[src/design/zone_display_list_builder_macros.svh]
// ---------------------------------------------------------------------------
// Assertion macros for the zoned display list builder
// Expect signals named clk and rst in the module that uses them.
// ---------------------------------------------------------------------------
`ifndef ZONE_DISPLAY_LIST_BUILDER_MACROS_SVH
`define ZONE_DISPLAY_LIST_BUILDER_MACROS_SVH

// Same-cycle implication
`define ZDLB_ASSERT(label, ante, cons, msg) \
  label: assert property (@(posedge clk) disable iff (rst) (ante) |-> (cons)) \
    else $error(msg);

// Next-cycle implication
`define ZDLB_ASSERT_NEXT(label, ante, cons, msg) \
  label: assert property (@(posedge clk) disable iff (rst) (ante) |=> (cons)) \
    else $error(msg);

`endif

[src/design/zdlb_pkg.sv]
// ---------------------------------------------------------------------------
// zdlb_pkg
// Shared types and codes of the zoned display list builder.
// ---------------------------------------------------------------------------
package zdlb_pkg;

  localparam int MAX_RESULTS = 16;
  localparam int STEP_W      = 4;
  localparam int SUM_W       = 9;
  localparam logic [7:0] INDIRECT_MODE = 8'h60;

  typedef enum logic [1:0] {
    FUNC_CLEAR  = 2'd0,
    FUNC_SWAP   = 2'd1,
    FUNC_SPRITE = 2'd2,
    FUNC_STRING = 2'd3
  } func_t;

  typedef enum logic [1:0] {
    EMIT_CLEAR,
    EMIT_A,
    EMIT_B,
    EMIT_NONE
  } emit_t;

  typedef struct packed {
    logic              load;
    logic              calc_div;
    logic              calc_zone;
    logic              clear_half;
    logic              toggle_half;
    logic              rd_en;
    logic              rd_b;
    logic              cap_a;
    logic              cap_b;
    logic              emit;
    emit_t             kind;
    logic [STEP_W-1:0] step;
    logic              last;
    logic              commit;
  } dp_cmd_t;

  typedef struct packed {
    func_t func;
    logic  split;
    logic  ok_a;
    logic  ok_b;
    logic  out_free;
  } dp_stat_t;

endpackage

[src/design/zdlb_ram.sv]
// ---------------------------------------------------------------------------
// zdlb_ram
// Generic single-write, single-read RAM with registered read data.
// ---------------------------------------------------------------------------
module zdlb_ram #(
  parameter int WIDTH = 8,
  parameter int DEPTH = 32
) (
  input  logic                             clk,
  input  logic                             wr_en,
  input  logic [$clog2(DEPTH)-1:0]         wr_addr,
  input  logic [WIDTH-1:0]                 wr_data,
  input  logic                             rd_en,
  input  logic [$clog2(DEPTH)-1:0]         rd_addr,
  output logic [WIDTH-1:0]                 rd_data
);

  logic [WIDTH-1:0] mem [DEPTH];

  always_ff @(posedge clk) begin
    if (wr_en) begin
      mem[wr_addr] <= wr_data;
    end
    if (rd_en) begin
      rd_data <= mem[rd_addr];
    end
  end

endmodule

[src/design/zdlb_dp.sv]
// ---------------------------------------------------------------------------
// zdlb_dp
// Datapath: request registers, zone arithmetic, fill length store, output
// register.
// ---------------------------------------------------------------------------
module zdlb_dp #(
  parameter int NUM_ZONES  = 32,
  parameter int ZONE_BYTES = 32,
  parameter int ZONE_LINES = 16
) (
  input  logic              clk,
  input  logic              rst,
  input  zdlb_pkg::dp_cmd_t cmd,
  output zdlb_pkg::dp_stat_t stat,
  input  logic [1:0]        func,
  input  logic [15:0]       gfx_address,
  input  logic [7:0]        x_position,
  input  logic [7:0]        y_position,
  input  logic [7:0]        width_palette,
  output logic              out_valid,
  input  logic              out_ready,
  output logic              write_valid,
  output logic [4:0]        write_zone,
  output logic [4:0]        write_offset,
  output logic [7:0]        write_byte,
  output logic              front_half,
  output logic              overflow,
  output logic              last
);

  localparam int ZW    = $clog2(NUM_ZONES);
  localparam int FW    = $clog2(ZONE_BYTES);
  localparam int HALF  = NUM_ZONES / 2;
  localparam int SUM_W = zdlb_pkg::SUM_W;

  // Reciprocals exact for every dividend below 2**SUM_W and divisor up to 64
  localparam int DIV_SHIFT = 16;
  localparam int PROD_W    = SUM_W + DIV_SHIFT;
  localparam int Y_RECIP   = ((1 << DIV_SHIFT) + ZONE_LINES - 1) / ZONE_LINES;
  localparam int Z_RECIP   = ((1 << DIV_SHIFT) + NUM_ZONES - 1) / NUM_ZONES;

  zdlb_pkg::func_t  func_q;
  logic [15:0]      addr_q;
  logic [7:0]       x_q;
  logic [7:0]       y_q;
  logic [7:0]       wpal_q;
  logic [SUM_W-1:0] quo_q;
  logic [7:0]       rem_q;
  logic [ZW-1:0]    zone_a;
  logic [ZW-1:0]    zone_b;
  logic [FW-1:0]    fill_a;
  logic [FW-1:0]    fill_b;
  logic [NUM_ZONES-1:0] vld;
  logic             build_half;

  logic [ZW-1:0]     base;
  logic [PROD_W-1:0] y_prod;
  logic [SUM_W-1:0]  y_quo;
  logic [SUM_W-1:0]  y_rem;
  logic [SUM_W-1:0]  z_sum;
  logic [PROD_W-1:0] z_prod;
  logic [SUM_W-1:0]  z_quo;
  logic [SUM_W-1:0]  z_rem;
  logic [ZW-1:0]     zone_mod;
  logic [2:0]        len;
  logic              split;
  logic              ok_a;
  logic              ok_b;
  logic              ovf;

  logic             wr_en;
  logic [ZW-1:0]    wr_addr;
  logic [FW-1:0]    wr_data;
  logic [ZW-1:0]    rd_addr;
  logic [FW-1:0]    rd_data;

  logic [ZW-1:0]    sel_zone;
  logic [FW-1:0]    sel_fill;
  logic [7:0]       hi_a;
  logic [7:0]       hi_sel;
  logic [2:0]       idx;
  logic [7:0]       entry_byte;
  logic [SUM_W-1:0] off_ext;
  logic [SUM_W-1:0] zone_ext;

  assign base     = build_half ? ZW'(HALF) : '0;

  // Line to zone by reciprocal multiplication, remainder by back-multiply
  assign y_prod   = PROD_W'(y_q) * PROD_W'(Y_RECIP);
  assign y_quo    = y_prod[PROD_W-1:DIV_SHIFT];
  assign y_rem    = SUM_W'(y_q) - y_quo * SUM_W'(ZONE_LINES);

  // Wrap the zone round the list count the same way
  assign z_sum    = quo_q + SUM_W'(base);
  assign z_prod   = PROD_W'(z_sum) * PROD_W'(Z_RECIP);
  assign z_quo    = z_prod[PROD_W-1:DIV_SHIFT];
  assign z_rem    = z_sum - z_quo * SUM_W'(NUM_ZONES);
  assign zone_mod = z_rem[ZW-1:0];

  assign len   = (func_q == zdlb_pkg::FUNC_STRING) ? 3'd5 : 3'd4;
  assign split = (func_q == zdlb_pkg::FUNC_SPRITE) && (rem_q != 8'd0);
  assign ok_a  = (SUM_W'(fill_a) + SUM_W'(len) + SUM_W'(1)) < SUM_W'(ZONE_BYTES);
  assign ok_b  = (SUM_W'(fill_b) + SUM_W'(len) + SUM_W'(1)) < SUM_W'(ZONE_BYTES);
  assign ovf   = ((func_q == zdlb_pkg::FUNC_SPRITE) || (func_q == zdlb_pkg::FUNC_STRING))
                 && (!ok_a || (split && !ok_b));

  assign stat.func     = func_q;
  assign stat.split    = split;
  assign stat.ok_a     = ok_a;
  assign stat.ok_b     = ok_b;
  assign stat.out_free = !out_valid || out_ready;

  // Fill length store; entries not yet written since a clear read as zero
  assign wr_en   = cmd.emit && cmd.commit;
  assign wr_addr = (cmd.kind == zdlb_pkg::EMIT_B) ? zone_b : zone_a;
  assign wr_data = ((cmd.kind == zdlb_pkg::EMIT_B) ? fill_b : fill_a) + FW'(len);
  assign rd_addr = cmd.rd_b ? zone_b : zone_a;

  zdlb_ram #(
    .WIDTH (FW),
    .DEPTH (NUM_ZONES)
  ) u_fill_ram (
    .clk     (clk),
    .wr_en   (wr_en),
    .wr_addr (wr_addr),
    .wr_data (wr_data),
    .rd_en   (cmd.rd_en),
    .rd_addr (rd_addr),
    .rd_data (rd_data)
  );

  always_ff @(posedge clk) begin
    if (rst) begin
      vld        <= '0;
      build_half <= 1'b0;
    end else begin
      if (cmd.toggle_half) begin
        build_half <= !build_half;
      end
      if (cmd.clear_half) begin
        for (int z = 0; z < NUM_ZONES; z++) begin
          if (z >= int'(base) && z < int'(base) + HALF) begin
            vld[z] <= 1'b0;
          end
        end
      end
      if (wr_en) begin
        vld[wr_addr] <= 1'b1;
      end
    end
  end

  always_ff @(posedge clk) begin
    if (cmd.load) begin
      func_q <= zdlb_pkg::func_t'(func);
      addr_q <= gfx_address;
      x_q    <= x_position;
      y_q    <= y_position;
      wpal_q <= width_palette;
    end
    if (cmd.calc_div) begin
      quo_q <= y_quo;
      rem_q <= y_rem[7:0];
    end
    if (cmd.calc_zone) begin
      zone_a <= zone_mod;
      zone_b <= (zone_mod == ZW'(NUM_ZONES - 1)) ? '0 : zone_mod + 1'b1;
    end
    if (cmd.cap_a) begin
      fill_a <= vld[zone_a] ? rd_data : '0;
    end
    if (cmd.cap_b) begin
      fill_b <= vld[zone_b] ? rd_data : '0;
    end
  end

  // Entry bytes and write place for the current step
  assign sel_zone = (cmd.kind == zdlb_pkg::EMIT_B) ? zone_b : zone_a;
  assign sel_fill = (cmd.kind == zdlb_pkg::EMIT_B) ? fill_b : fill_a;
  assign hi_a     = addr_q[15:8] + rem_q;
  assign hi_sel   = (cmd.kind == zdlb_pkg::EMIT_B) ? hi_a - 8'(ZONE_LINES) : hi_a;
  assign idx      = cmd.step[2:0] - 3'd1;

  always_comb begin
    entry_byte = 8'd0;
    if (func_q == zdlb_pkg::FUNC_STRING) begin
      case (idx)
        3'd0:    entry_byte = addr_q[7:0];
        3'd1:    entry_byte = zdlb_pkg::INDIRECT_MODE;
        3'd2:    entry_byte = addr_q[15:8];
        3'd3:    entry_byte = wpal_q;
        3'd4:    entry_byte = x_q;
        default: entry_byte = 8'd0;
      endcase
    end else begin
      case (idx)
        3'd0:    entry_byte = addr_q[7:0];
        3'd1:    entry_byte = wpal_q;
        3'd2:    entry_byte = hi_sel;
        3'd3:    entry_byte = x_q;
        default: entry_byte = 8'd0;
      endcase
    end
  end

  always_comb begin
    case (cmd.kind)
      zdlb_pkg::EMIT_CLEAR: begin
        zone_ext = SUM_W'(base) + SUM_W'(cmd.step);
        off_ext  = SUM_W'(1);
      end
      zdlb_pkg::EMIT_A, zdlb_pkg::EMIT_B: begin
        zone_ext = SUM_W'(sel_zone);
        if (cmd.step == '0) begin
          off_ext = SUM_W'(sel_fill) + SUM_W'(len) + SUM_W'(1);
        end else begin
          off_ext = SUM_W'(sel_fill) + SUM_W'(cmd.step) - SUM_W'(1);
        end
      end
      default: begin
        zone_ext = '0;
        off_ext  = '0;
      end
    endcase
  end

  always_ff @(posedge clk) begin
    if (rst) begin
      out_valid <= 1'b0;
    end else if (cmd.emit) begin
      out_valid <= 1'b1;
    end else if (out_ready) begin
      out_valid <= 1'b0;
    end
  end

  always_ff @(posedge clk) begin
    if (cmd.emit) begin
      write_valid  <= (cmd.kind != zdlb_pkg::EMIT_NONE);
      write_zone   <= zone_ext[4:0];
      write_offset <= off_ext[4:0];
      write_byte   <= ((cmd.kind == zdlb_pkg::EMIT_A || cmd.kind == zdlb_pkg::EMIT_B)
                       && cmd.step != '0) ? entry_byte : 8'd0;
      front_half   <= build_half;
      overflow     <= (cmd.kind == zdlb_pkg::EMIT_CLEAR) ? 1'b0 : ovf;
      last         <= cmd.last;
    end
  end

endmodule

[src/design/zdlb_ctrl.sv]
// ---------------------------------------------------------------------------
// zdlb_ctrl
// Controller: sequences one request through setup, fill reads and writes.
// ---------------------------------------------------------------------------
`include "zone_display_list_builder_macros.svh"

module zdlb_ctrl #(
  parameter int NUM_ZONES = 32
) (
  input  logic               clk,
  input  logic               rst,
  input  logic               in_valid,
  output logic               in_ready,
  output zdlb_pkg::dp_cmd_t  cmd,
  input  zdlb_pkg::dp_stat_t stat
);

  localparam int STEP_W = zdlb_pkg::STEP_W;
  localparam int NCLR   = (NUM_ZONES / 2 < zdlb_pkg::MAX_RESULTS) ?
                          NUM_ZONES / 2 : zdlb_pkg::MAX_RESULTS;

  typedef enum logic [3:0] {
    ST_IDLE,
    ST_DIV,
    ST_ZONE,
    ST_RD_A,
    ST_RD_B,
    ST_CAP,
    ST_CHK,
    ST_EM_CLR,
    ST_EM_A,
    ST_EM_B,
    ST_EM_NONE
  } state_t;

  state_t            state;
  logic [STEP_W-1:0] step;
  logic [STEP_W-1:0] alloc_last;
  logic              do_b;

  assign alloc_last = (stat.func == zdlb_pkg::FUNC_STRING) ? STEP_W'(5) : STEP_W'(4);
  assign do_b       = stat.split && stat.ok_b;

  always_comb begin
    cmd      = '0;
    cmd.kind = zdlb_pkg::EMIT_NONE;
    cmd.step = step;
    case (state)
      ST_IDLE: cmd.load = in_valid;
      ST_DIV:  cmd.calc_div = 1'b1;
      ST_ZONE: begin
        cmd.calc_zone   = 1'b1;
        cmd.clear_half  = (stat.func == zdlb_pkg::FUNC_CLEAR);
        cmd.toggle_half = (stat.func == zdlb_pkg::FUNC_SWAP);
      end
      ST_RD_A: cmd.rd_en = 1'b1;
      ST_RD_B: begin
        cmd.rd_en = 1'b1;
        cmd.rd_b  = 1'b1;
        cmd.cap_a = 1'b1;
      end
      ST_CAP: cmd.cap_b = 1'b1;
      ST_EM_CLR: begin
        cmd.emit = stat.out_free;
        cmd.kind = zdlb_pkg::EMIT_CLEAR;
        cmd.last = (step == STEP_W'(NCLR - 1));
      end
      ST_EM_A: begin
        cmd.emit   = stat.out_free;
        cmd.kind   = zdlb_pkg::EMIT_A;
        cmd.commit = (step == alloc_last);
        cmd.last   = (step == alloc_last) && !do_b;
      end
      ST_EM_B: begin
        cmd.emit   = stat.out_free;
        cmd.kind   = zdlb_pkg::EMIT_B;
        cmd.commit = (step == alloc_last);
        cmd.last   = (step == alloc_last);
      end
      ST_EM_NONE: begin
        cmd.emit = stat.out_free;
        cmd.last = 1'b1;
      end
      default: cmd = '0;
    endcase
  end

  always_ff @(posedge clk) begin
    if (rst) begin
      state    <= ST_IDLE;
      in_ready <= 1'b1;
      step     <= '0;
    end else begin
      case (state)
        ST_IDLE: begin
          if (in_valid && in_ready) begin
            state    <= ST_DIV;
            in_ready <= 1'b0;
          end
        end
        ST_DIV: state <= ST_ZONE;
        ST_ZONE: begin
          step <= '0;
          case (stat.func)
            zdlb_pkg::FUNC_CLEAR: state <= ST_EM_CLR;
            zdlb_pkg::FUNC_SWAP:  state <= ST_EM_NONE;
            default:              state <= ST_RD_A;
          endcase
        end
        ST_RD_A: state <= ST_RD_B;
        ST_RD_B: state <= ST_CAP;
        ST_CAP:  state <= ST_CHK;
        ST_CHK: begin
          // skip a refused allocation
          if (stat.ok_a) begin
            state <= ST_EM_A;
          end else if (do_b) begin
            state <= ST_EM_B;
          end else begin
            state <= ST_EM_NONE;
          end
        end
        ST_EM_CLR: begin
          if (cmd.emit) begin
            if (cmd.last) begin
              state    <= ST_IDLE;
              in_ready <= 1'b1;
              step     <= '0;
            end else begin
              step <= step + 1'b1;
            end
          end
        end
        ST_EM_A: begin
          if (cmd.emit) begin
            if (cmd.commit) begin
              step <= '0;
              if (do_b) begin
                state <= ST_EM_B;
              end else begin
                state    <= ST_IDLE;
                in_ready <= 1'b1;
              end
            end else begin
              step <= step + 1'b1;
            end
          end
        end
        ST_EM_B: begin
          if (cmd.emit) begin
            if (cmd.commit) begin
              step     <= '0;
              state    <= ST_IDLE;
              in_ready <= 1'b1;
            end else begin
              step <= step + 1'b1;
            end
          end
        end
        ST_EM_NONE: begin
          if (cmd.emit) begin
            state    <= ST_IDLE;
            in_ready <= 1'b1;
          end
        end
        default: begin
          state    <= ST_IDLE;
          in_ready <= 1'b1;
        end
      endcase
    end
  end

  `ZDLB_ASSERT(a_emit_room, cmd.emit, stat.out_free, "result issued into a busy output register")
  `ZDLB_ASSERT_NEXT(a_accept_starts, in_valid && in_ready, !in_ready && state == ST_DIV, "request accepted without starting setup")
  `ZDLB_ASSERT(a_copy_fits, state == ST_EM_B, stat.split && stat.ok_b, "split copy written without room")
  `ZDLB_ASSERT(a_ready_idle, in_ready, state == ST_IDLE, "ready raised outside idle")

endmodule

[src/design/zone_display_list_builder.sv]
// ---------------------------------------------------------------------------
// zone_display_list_builder
// Double-buffered zoned display list builder; every list byte write is
// delivered as one result.
//
//   Channel  Direction  Handshake            Payload
//   in       input      in_valid/in_ready    func, gfx_address, x_position,
//                                            y_position, width_palette
//   out      output     out_valid/out_ready  write_valid, write_zone,
//                                            write_offset, write_byte,
//                                            front_half, overflow, last
//
// Adds set up by zone divide, zone wrap, two fill RAM reads, capture and check;
// clear and swap by divide and wrap only. Then one result per cycle while the
// output is free; a new request is taken in the cycle after the final result.
// Synchronous reset clears the half select and every fill length valid bit.
// A stalled output holds the sequencer; the next request is taken while the
// final result of the previous one still waits.
// ---------------------------------------------------------------------------
module zone_display_list_builder #(
  parameter int NUM_ZONES  = 32,
  parameter int ZONE_BYTES = 32,
  parameter int ZONE_LINES = 16
) (
  input  logic        clk,
  input  logic        rst,
  input  logic        in_valid,
  output logic        in_ready,
  input  logic [1:0]  func,
  input  logic [15:0] gfx_address,
  input  logic [7:0]  x_position,
  input  logic [7:0]  y_position,
  input  logic [7:0]  width_palette,
  output logic        out_valid,
  input  logic        out_ready,
  output logic        write_valid,
  output logic [4:0]  write_zone,
  output logic [4:0]  write_offset,
  output logic [7:0]  write_byte,
  output logic        front_half,
  output logic        overflow,
  output logic        last
);

  zdlb_pkg::dp_cmd_t  cmd;
  zdlb_pkg::dp_stat_t stat;

  zdlb_ctrl #(
    .NUM_ZONES (NUM_ZONES)
  ) u_ctrl (
    .clk      (clk),
    .rst      (rst),
    .in_valid (in_valid),
    .in_ready (in_ready),
    .cmd      (cmd),
    .stat     (stat)
  );

  zdlb_dp #(
    .NUM_ZONES  (NUM_ZONES),
    .ZONE_BYTES (ZONE_BYTES),
    .ZONE_LINES (ZONE_LINES)
  ) u_dp (
    .clk           (clk),
    .rst           (rst),
    .cmd           (cmd),
    .stat          (stat),
    .func          (func),
    .gfx_address   (gfx_address),
    .x_position    (x_position),
    .y_position    (y_position),
    .width_palette (width_palette),
    .out_valid     (out_valid),
    .out_ready     (out_ready),
    .write_valid   (write_valid),
    .write_zone    (write_zone),
    .write_offset  (write_offset),
    .write_byte    (write_byte),
    .front_half    (front_half),
    .overflow      (overflow),
    .last          (last)
  );

endmodule
[config.mk]
export PLATFORM = sky130hd
export DESIGN_NAME = zone_display_list_builder
export DESIGN_NICKNAME = d
export VERILOG_FILES = /design/src/design/zdlb_pkg.sv /design/src/design/zdlb_ram.sv /design/src/design/zdlb_dp.sv /design/src/design/zdlb_ctrl.sv /design/src/design/zone_display_list_builder.sv
export VERILOG_INCLUDE_DIRS = /design/src /design/src/design
export SDC_FILE = /design/constraint.sdc
export NUM_CORES = 1
export LEC_CHECK = 0
export BUFFER_PORTS_ARGS = -buffer_cell sky130_fd_sc_hd__buf_4
export CAP_MARGIN = 25
export CELL_PAD_IN_SITES_DETAIL_PLACEMENT = 2
export CELL_PAD_IN_SITES_GLOBAL_PLACEMENT = 2
export CORE_ASPECT_RATIO = 1.1
export CORE_MARGIN = 2
export CORE_UTILIZATION = 35
export DETAILED_ROUTE_END_ITERATION = 10
export GPL_TIMING_DRIVEN = 1
export PLACE_DENSITY = 0.65
export SYNTH_ARGS = -nofsm -noshare
export SYNTH_HDL_FRONTEND = slang
export SYNTH_SLANG_ARGS = --single-unit
[constraint.sdc]
create_clock -name clk -period 5.1 [get_ports clk]
set_clock_uncertainty 0.1 [all_clocks]
set_input_delay 0.765 -clock clk [delete_from_list [all_inputs] [get_ports clk]]
set_output_delay 0.765 -clock clk [all_outputs]
set_load 0.02 [all_outputs]
## After elaboration in Yosys (flattened, before gate mapping)

Memory sizes are Yosys's and may differ from the RTL's. A register that Yosys moved wholly into a read port is not among the register bits.
Index checks and enable logic that the tools add are counted.
W data, S select, Z words.

| word-level totals | value |
|---|---|
| register bits after elaboration | 139 |
| bits in latches | 0 |
| bits in writable memories | 160 |
| memory bits (read-only) | 0 |
| input bits | 46 |
| memories kept | 1 |

| operators by class | value |
|---|---|
| $add $sub $neg | 19 |
| multipliers | 0 |
| divide/modulo/power cells | 0 |
| magnitude comparators | 69 |
| equality and inequality tests | 33 |
| shift operators | 0 |
| multiplexer cells | 97 |
| bitwise logic cells | 2 |
| reductions and logical operators | 68 |

Memory list:

| memory | depth | bits a word | read ports | clocked after memory_dff | write ports | RTL line | RTL |
|---|---|---|---|---|---|---|---|
| u_dp.u_fill_ram.mem | 32 | 5 | 1 | 1 | 1 | zdlb_ram.sv:18 | `logic [WIDTH-1:0] mem [DEPTH];` |

Operator list:

| cell | count |
|---|---|
| $lt A6 B32 Y1 const A | 16 |
| $lt A5 B32 Y1 const A | 8 |
| $lt A4 B32 Y1 const A | 4 |
| $mux W32 | 3 |
| $ge A5 B5 Y1 const A | 15 |
| $lt A3 B32 Y1 const A | 2 |
| $mux W4 | 15 |
| $mux W1 | 56 |
| $pmux W4 S11 | 1 |
| $ge A4 B5 Y1 const A | 8 |
| $logic_and A1 B1 Y1 | 40 |
| $pmux W8 S5 | 1 |
| $lt A1 B32 Y1 const A | 1 |
| $lt A2 B32 Y1 const A | 1 |
| $or A32 B32 Y32 | 1 |
| $pmux W8 S4 | 1 |
| $mux W5 | 5 |
| $ge A3 B5 Y1 const A | 4 |
| $pmux W5 S2 | 2 |
| $add A9 B1 Y9 const B | 2 |
| $lt A5 B6 Y1 const B | 3 |
| $lt A9 B6 Y1 const B | 2 |
| $ne A2 B1 Y1 const B | 9 |
| $eq A4 B3 Y1 const B | 4 |
| 54 further kinds | 84 |

## Depth between registers and ports, before layout

| logic depth | value |
|---|---|
| depth in word-level cells | 12 |
| mapped depth | 19 |

## Cells and area by module

Synthesis repeated with hierarchy kept, for this count alone.

| unflattened totals | value |
|---|---|
| cells, all modules | 938 |
| area, all modules | 13719.4 um^2 |

By module, submodules not included:

| module | instances | cells each | area each (um^2) | sequential area each (um^2) |
|---|---|---|---|---|
| zdlb_dp | 1 | 538 | 6477.5 | 3443.3 |
| zdlb_ram | 1 | 277 | 6394.9 | 4954.8 |
| zdlb_ctrl | 1 | 123 | 847.1 | 180.2 |

## Worst setup path before layout

OpenSTA, ideal clock, no wires.

| timing | value |
|---|---|
| kind | register -> register |
| start point | register u_ctrl.state[0] |
| end point | memory u_dp.u_fill_ram.mem[0][4] in the netlist's numbering, data pin |
| library setup time | 0.387 ns |
| arrival | 4.025 ns |
| slack | 0.588 ns |
| cell stages (with the launch flop) | 17 |
| path buffers | 4 |
| clock period less this slack | 4.512 ns |
| cells stage by stage | dfxtp_1 -> clkbuf_1 -> clkbuf_1 -> nor2_1 -> nor2_1 -> nor2_1 -> a21oi_1 -> ha_1 -> buf_2 -> buf_1 -> mux2i_1 -> inv_1 -> ha_1 -> ha_1 -> nor2_1 -> nor2_1 -> xnor2_1 |

| on the way | value |
|---|---|
| longest elaborated chain between the ends | 6 |
| elaborated cells between the ends (all ways) | 14 |
| classes of those cells | add/sub (1); eq/ne (9); mux (2); reduce/logical (2) |

Ends and longest elaborated chain:

| element | RTL line | RTL |
|---|---|---|
| from (decl) | zdlb_ctrl.sv:36 | `state_t state;` |
| from (signal assigned) | zdlb_ctrl.sv:90 | `state <= ST_IDLE;` |
| from (signal assigned) | zdlb_ctrl.sv:97 | `state <= ST_DIV;` |
| from (signal assigned) | zdlb_ctrl.sv:101 | `ST_DIV: state <= ST_ZONE;` |
| $eq A4 B1 Y1 (tied with other cells) | zdlb_ctrl.sv:48 | `case (state)` |
| $reduce_or A7 Y1 (no line) | - |  |
| $pmux W2 S3 * | zdlb_ctrl.sv:48 |  |
| $eq A2 B2 Y1 * | zdlb_dp.sv:116 | `assign wr_data = ((cmd.kind == zdlb_pkg::EMIT_B) ? fill_b : fill_a) + FW'(len);` |
| $mux W5 * | zdlb_dp.sv:116 |  |
| $add A5 B3 Y5 * | zdlb_dp.sv:116 |  |
| via u_dp.u_fill_ram.wr_data[4] | zdlb_ram.sv:12 | `input logic [WIDTH-1:0] wr_data,` |
| to (decl) | zdlb_ram.sv:18 |  |

Mark *: on every way through the listed nets, which the timed path passes. The rest lies on a longest branch.

## Worst setup path in the final report

| timing | value |
|---|---|
| start point | register u_ctrl.state[0] |
| end point | register u_dp.write_offset[4], data pin |

| on the way | value |
|---|---|
| longest elaborated chain between the ends | 9 |
| elaborated cells between the ends (all ways) | 26 |
| classes of those cells | add/sub (4); eq/ne (11); mux (5); reduce/logical (6) |

Ends and longest elaborated chain:

| element | RTL line | RTL |
|---|---|---|
| $eq A4 B1 Y1 (tied with other cells) | zdlb_ctrl.sv:48 |  |
| $reduce_or A7 Y1 (no line) | - |  |
| $pmux W2 S3 | zdlb_ctrl.sv:48 |  |
| $eq A2 B2 Y1 | zdlb_dp.sv:179, zdlb_dp.sv:207 |  |
| $mux W5 | zdlb_dp.sv:179 | `assign sel_fill = (cmd.kind == zdlb_pkg::EMIT_B) ? fill_b : fill_a;` |
| $add A5 B4 Y5 / $add A5 B3 Y5 (equally long branches) | zdlb_dp.sv:217, zdlb_dp.sv:215 |  |
| $sub A5 B1 Y5 / $add A5 B1 Y5 (equally long branches) | zdlb_dp.sv:217, zdlb_dp.sv:215 |  |
| $mux W5 | zdlb_dp.sv:214 | `if (cmd.step == '0) begin` |
| $pmux W5 S2 * | zdlb_dp.sv:207 | `case (cmd.kind)` |
| via u_dp.off_ext[4] | zdlb_dp.sv:83 | `logic [SUM_W-1:0] off_ext;` |
| to (signal assigned) | zdlb_dp.sv:241 | `write_offset <= off_ext[4:0];` |
| to (decl) | zdlb_dp.sv:24 | `output logic [4:0] write_offset,` |

Marked as above.
A chain may end at the register's enable or synchronous reset.

==> flow_summary.toml <==
[worst_setup_path]
worstPathArrival_ns = 4.14
critPathKind = "reg -> reg"
slowest_delay_ns = 0.60
worstPathCellList = "buf_4, nor2_1, nor2_1, nor2_1, a21oi_1, ha_1, buf_4, mux2i_1, ha_1, inv_1, ha_1, a21oi_1, xnor2_1, a21oi_1, xnor2_1, nor2_1"
worst_setup_path_start_kind = "register"
cp_slowest_cell = "mux2i_1"
end_kind = "register"
timing.critical_path.buf_inv = 3
r2r_setup_slack_ns = 1.16
crit_top_cell = "nor2_1"
required_ns = 5.30
worstPathMaxFanout = 19
crit_family = "adder cells"

[final_layout]
final_nets = 1183
area_growth_pct = 17.4
design_area_sq_um = 16100
utilization = 0.413
fillCellCount = 3893
seq_area_sq_um = 8580
multi_input_area_sq_um = 4820
final_layout_size_suffix_gt1_frac = 0.202
antenna_cells = 0

[global_routing]
overflow = 0
grt_pass1_wl_mm = 60.7
use_met1 = 0.244
met2_usage = 0.355
grt_pass1_vias = 10061
grt_use_met3 = 0.0293
grt.total_usage = 0.200
grt_max_degree = 45
antenna_found_initial = 0
busiest_layer = "met2"

[route]
vias = 8960
vias_per_cell = 5.45
drcViolationCount = 0
drt_wl_total_mm = 39.5
ant_nets = 0
drt-initial-drc-count = 483
first_pass_iters = 5
wire_per_inst_um = 24.0

[status]
status = "completed"

[min_path]
hp-class = "in -> reg"

[cts]
post_cts_buffers = 0
clk_latency_ns = 0.56
cts-root-buf = "clkbuf_16"
cts_max_path_buffers = 3
ctsHoldBuffers = 0
clk_pin_slew_ns = 0.06
post_cts_resized = 0
cts_tree = "yes"
cts_max_level = 2
cts.sinks = 300
numCtsBuffers = 36

[timing]
finalSetupViolations = 0
fmax_ghz = 0.254
rsz0062_at_grt = "false"
relSlewSlack = 0.311
fin_tns_setup_ns = 0
worstMarginPinSlew_ns = 1.02
slew_violations = 0
final.min_clock_period_ns = 3.94
hold_violations = 0
hold_ws_ns = 0.282
fin_crit_sh = 0.773
fin_ws_ns = 1.16

[logic_synthesis]
yosys.area.top_type_share = 0.563
synth_xor_xnor_area_share = 0.0128
synthDistinctLibCells = 59
synth_compound_area_frac = 0.0976
synth_top_family_by_area = "multiplexers"
ys_ff_latch = 300
avgSynthCellArea_sq_um = 13.4
synthAdderAreaFrac = 0.0267
async_flop_share = 0
synth_ff_type = "edfxtp_1"
synth_nets = 1100
yosys-top-cells-area = "edfxtp_1 56%, dfxtp_1 6.3%, mux2i_1 4.3%"
yosysTopAreaCell = "edfxtp_1"
synth-simple-area-share = 0.0938
synth_edf_count = 257
seq_area_frac_synth = 0.626
synth_cells = 1026
ys_warn_count = 0
synthMuxAreaShare = 0.119
synth_area_sq_um = 13700

[die]
die_x_um = 193
pin_count = 70
die-height_um = 211
die_area_sq_um = 40700
core_area_sq_um = 38900
start_util = 0.352
num_rows = 76

[placed_design]
finalWeightedCongestion = 0.793
pre_cts_ws_ns = 1.13
hpwl_mm = 27.1
place.port_buffers = 69
place_area_sq_um = 14900

[flow_run]
drv_cap = 0

[pwr]
power.density_nw_per_um2 = 482
vdd_drop_max_mv = 0.296
power.static_leakage_nw = 5.53
## registers in the layout, indices dropped and copies added, names as in the netlist, 2 cells and up
| signal | flops |
|---|---|
| u_dp.fill_a | 5 |
| u_dp.write_offset | 5 |
| u_dp.wpal_q | 8 |
| u_dp.addr_q | 16 |
| u_ctrl.step | 4 |
| u_dp.write_zone | 5 |
| u_dp.quo_q | 4 |
| u_dp.rem_q | 4 |
| u_dp.y_q | 8 |
| u_dp.vld | 32 |
| u_dp.func_q | 2 |
| u_dp.zone_b | 5 |
| u_dp.zone_a | 5 |
| u_dp.x_q | 8 |
| u_dp.u_fill_ram.rd_data | 5 |
| u_ctrl.state | 4 |
| u_dp.u_fill_ram.mem | 160 |
| u_dp.fill_b | 5 |
| u_dp.write_byte | 8 |
## worst paths after layout
kind                            cells past startpoint                    startpoint                        endpoint
worst max register to register                     16  u_ctrl.state[0]$_SDFFE_PP0P_  u_dp.write_offset[4]$_DFFE_PP_
worst max-delay path                               16  u_ctrl.state[0]$_SDFFE_PP0P_  u_dp.write_offset[4]$_DFFE_PP_
worst min register to register                      0         u_dp.y_q[0]$_DFFE_PP_         u_dp.rem_q[0]$_DFFE_PP_
worst min-delay path                                1                 y_position[4]           u_dp.y_q[4]$_DFFE_PP_
## synthesized netlist by cell type (all sizes together), types with 6 or more instances
library cell  number
edfxtp           257
nor2             137
mux2i             60
nand2             57
mux2              50
dfxtp             43
a22oi             42
clkbuf            35
a21oi             33
o22ai             30
ha                26
o21ai             23
nor2b             22
inv               21
mux4              20
buf               17
a221oi            16
nor3              16
xnor2             14
nand2b            11
a221o             10
and3               9
nand3              6
xor2               6
## power by group
part	switching, mW	leakage (nW)	internal (mW)	total [mW]
clock	1.06	0.581	1.53	2.59
combinational	1.20	2.25	0.710	1.91
sequential	0.207	2.70	3.05	3.25
total	2.47	5.53	5.29	7.75
## metrics by stage
step | cells | power, mW
2_1_floorplan | 1026 | 4.47
3_3_place_gp | 1576 | 5.14
3_5_place_dp | 1577 | 5.21
4_1_cts | 1643 | 7.86
5_1_grt | 1644 | 8.12
6_report | 1644 | 7.75
## kinds of logic (layout without fill, tap and decap cells)
| kind of cell | after synthesis | after routing |
|---|---|---|
| flops | 300 | 300 |
| simple gates | 283 | 283 |
| compound gates | 192 | 192 |
| mux | 130 | 130 |
| buf+inv | 73 | 184 |
| fa+ha+maj | 28 | 28 |
| xor+xnor | 20 | 20 |
## metal layers
metal | share of wire | vias to the layer above | wire [um]
met4 | 0.034 | 0 | 1350
met2 | 0.51 | 175 | 20000
met1 | 0.42 | 4608 | 16700
met5 | 0 | - | 0
met3 | 0.036 | 73 | 1430
li1 | - | 4104 | -
## cell usage in the layout (no fill, tap or decap), types with 4 or more instances in the layout
master     synthesis  routed
and3_1             9       9
a211oi_1           4       4
nor3_1            16      16
clkbuf_16          0      36
buf_4              4      94
clkinv_2           0       7
dfxtp_1           43      43
nor4_1             4       4
nand2b_1          11      11
edfxtp_1         257     257
bufinv_16          0       4
nand3b_1           4       4
a32oi_1            5       5
mux2i_1           59      59
xor2_1             6       5
xnor2_1           14      12
nor3b_1            5       5
o22ai_1           30      30
a22oi_1           42      42
a221oi_1          16      16
a21oi_1           33      33
mux2_2            49      49
inv_1             21      21
clkbuf_1          35       4
nand2_1           57      57
nor2b_1           22      22
nor2_1           137     136
ha_1              26      26
mux4_2            20      20
o21ai_0           23      23
nand3_1            6       6
a21boi_0           4       4
clkinv_1           0       7
a221o_1           10      10
## worst register-to-register path: cells and delay by family, from the launching register on
| family | cells | cell delay [ns] |
|---|---|---|
| DFF | 1 | 0.46 |
| xor gates and xnor gates | 2 | 0.32 |
| muxes | 1 | 0.61 |
| and+or+nand+nor | 4 | 0.28 |
| adders and majority gates | 3 | 0.81 |
| buffers and inverters | 3 | 0.62 |
| AOI/OAI and AO/OA | 3 | 0.48 |
## cell type report
class	instances	area share
sequential	300	0.534
multi-input combinational	653	0.300
timing repair buffer	97	0.0481
clock inverter	25	0.0161
inverter	21	0.00490
clock buffer	41	0.0578
tap	507	0.0395
No activity file was read; power rests on OpenSTA's default activity.
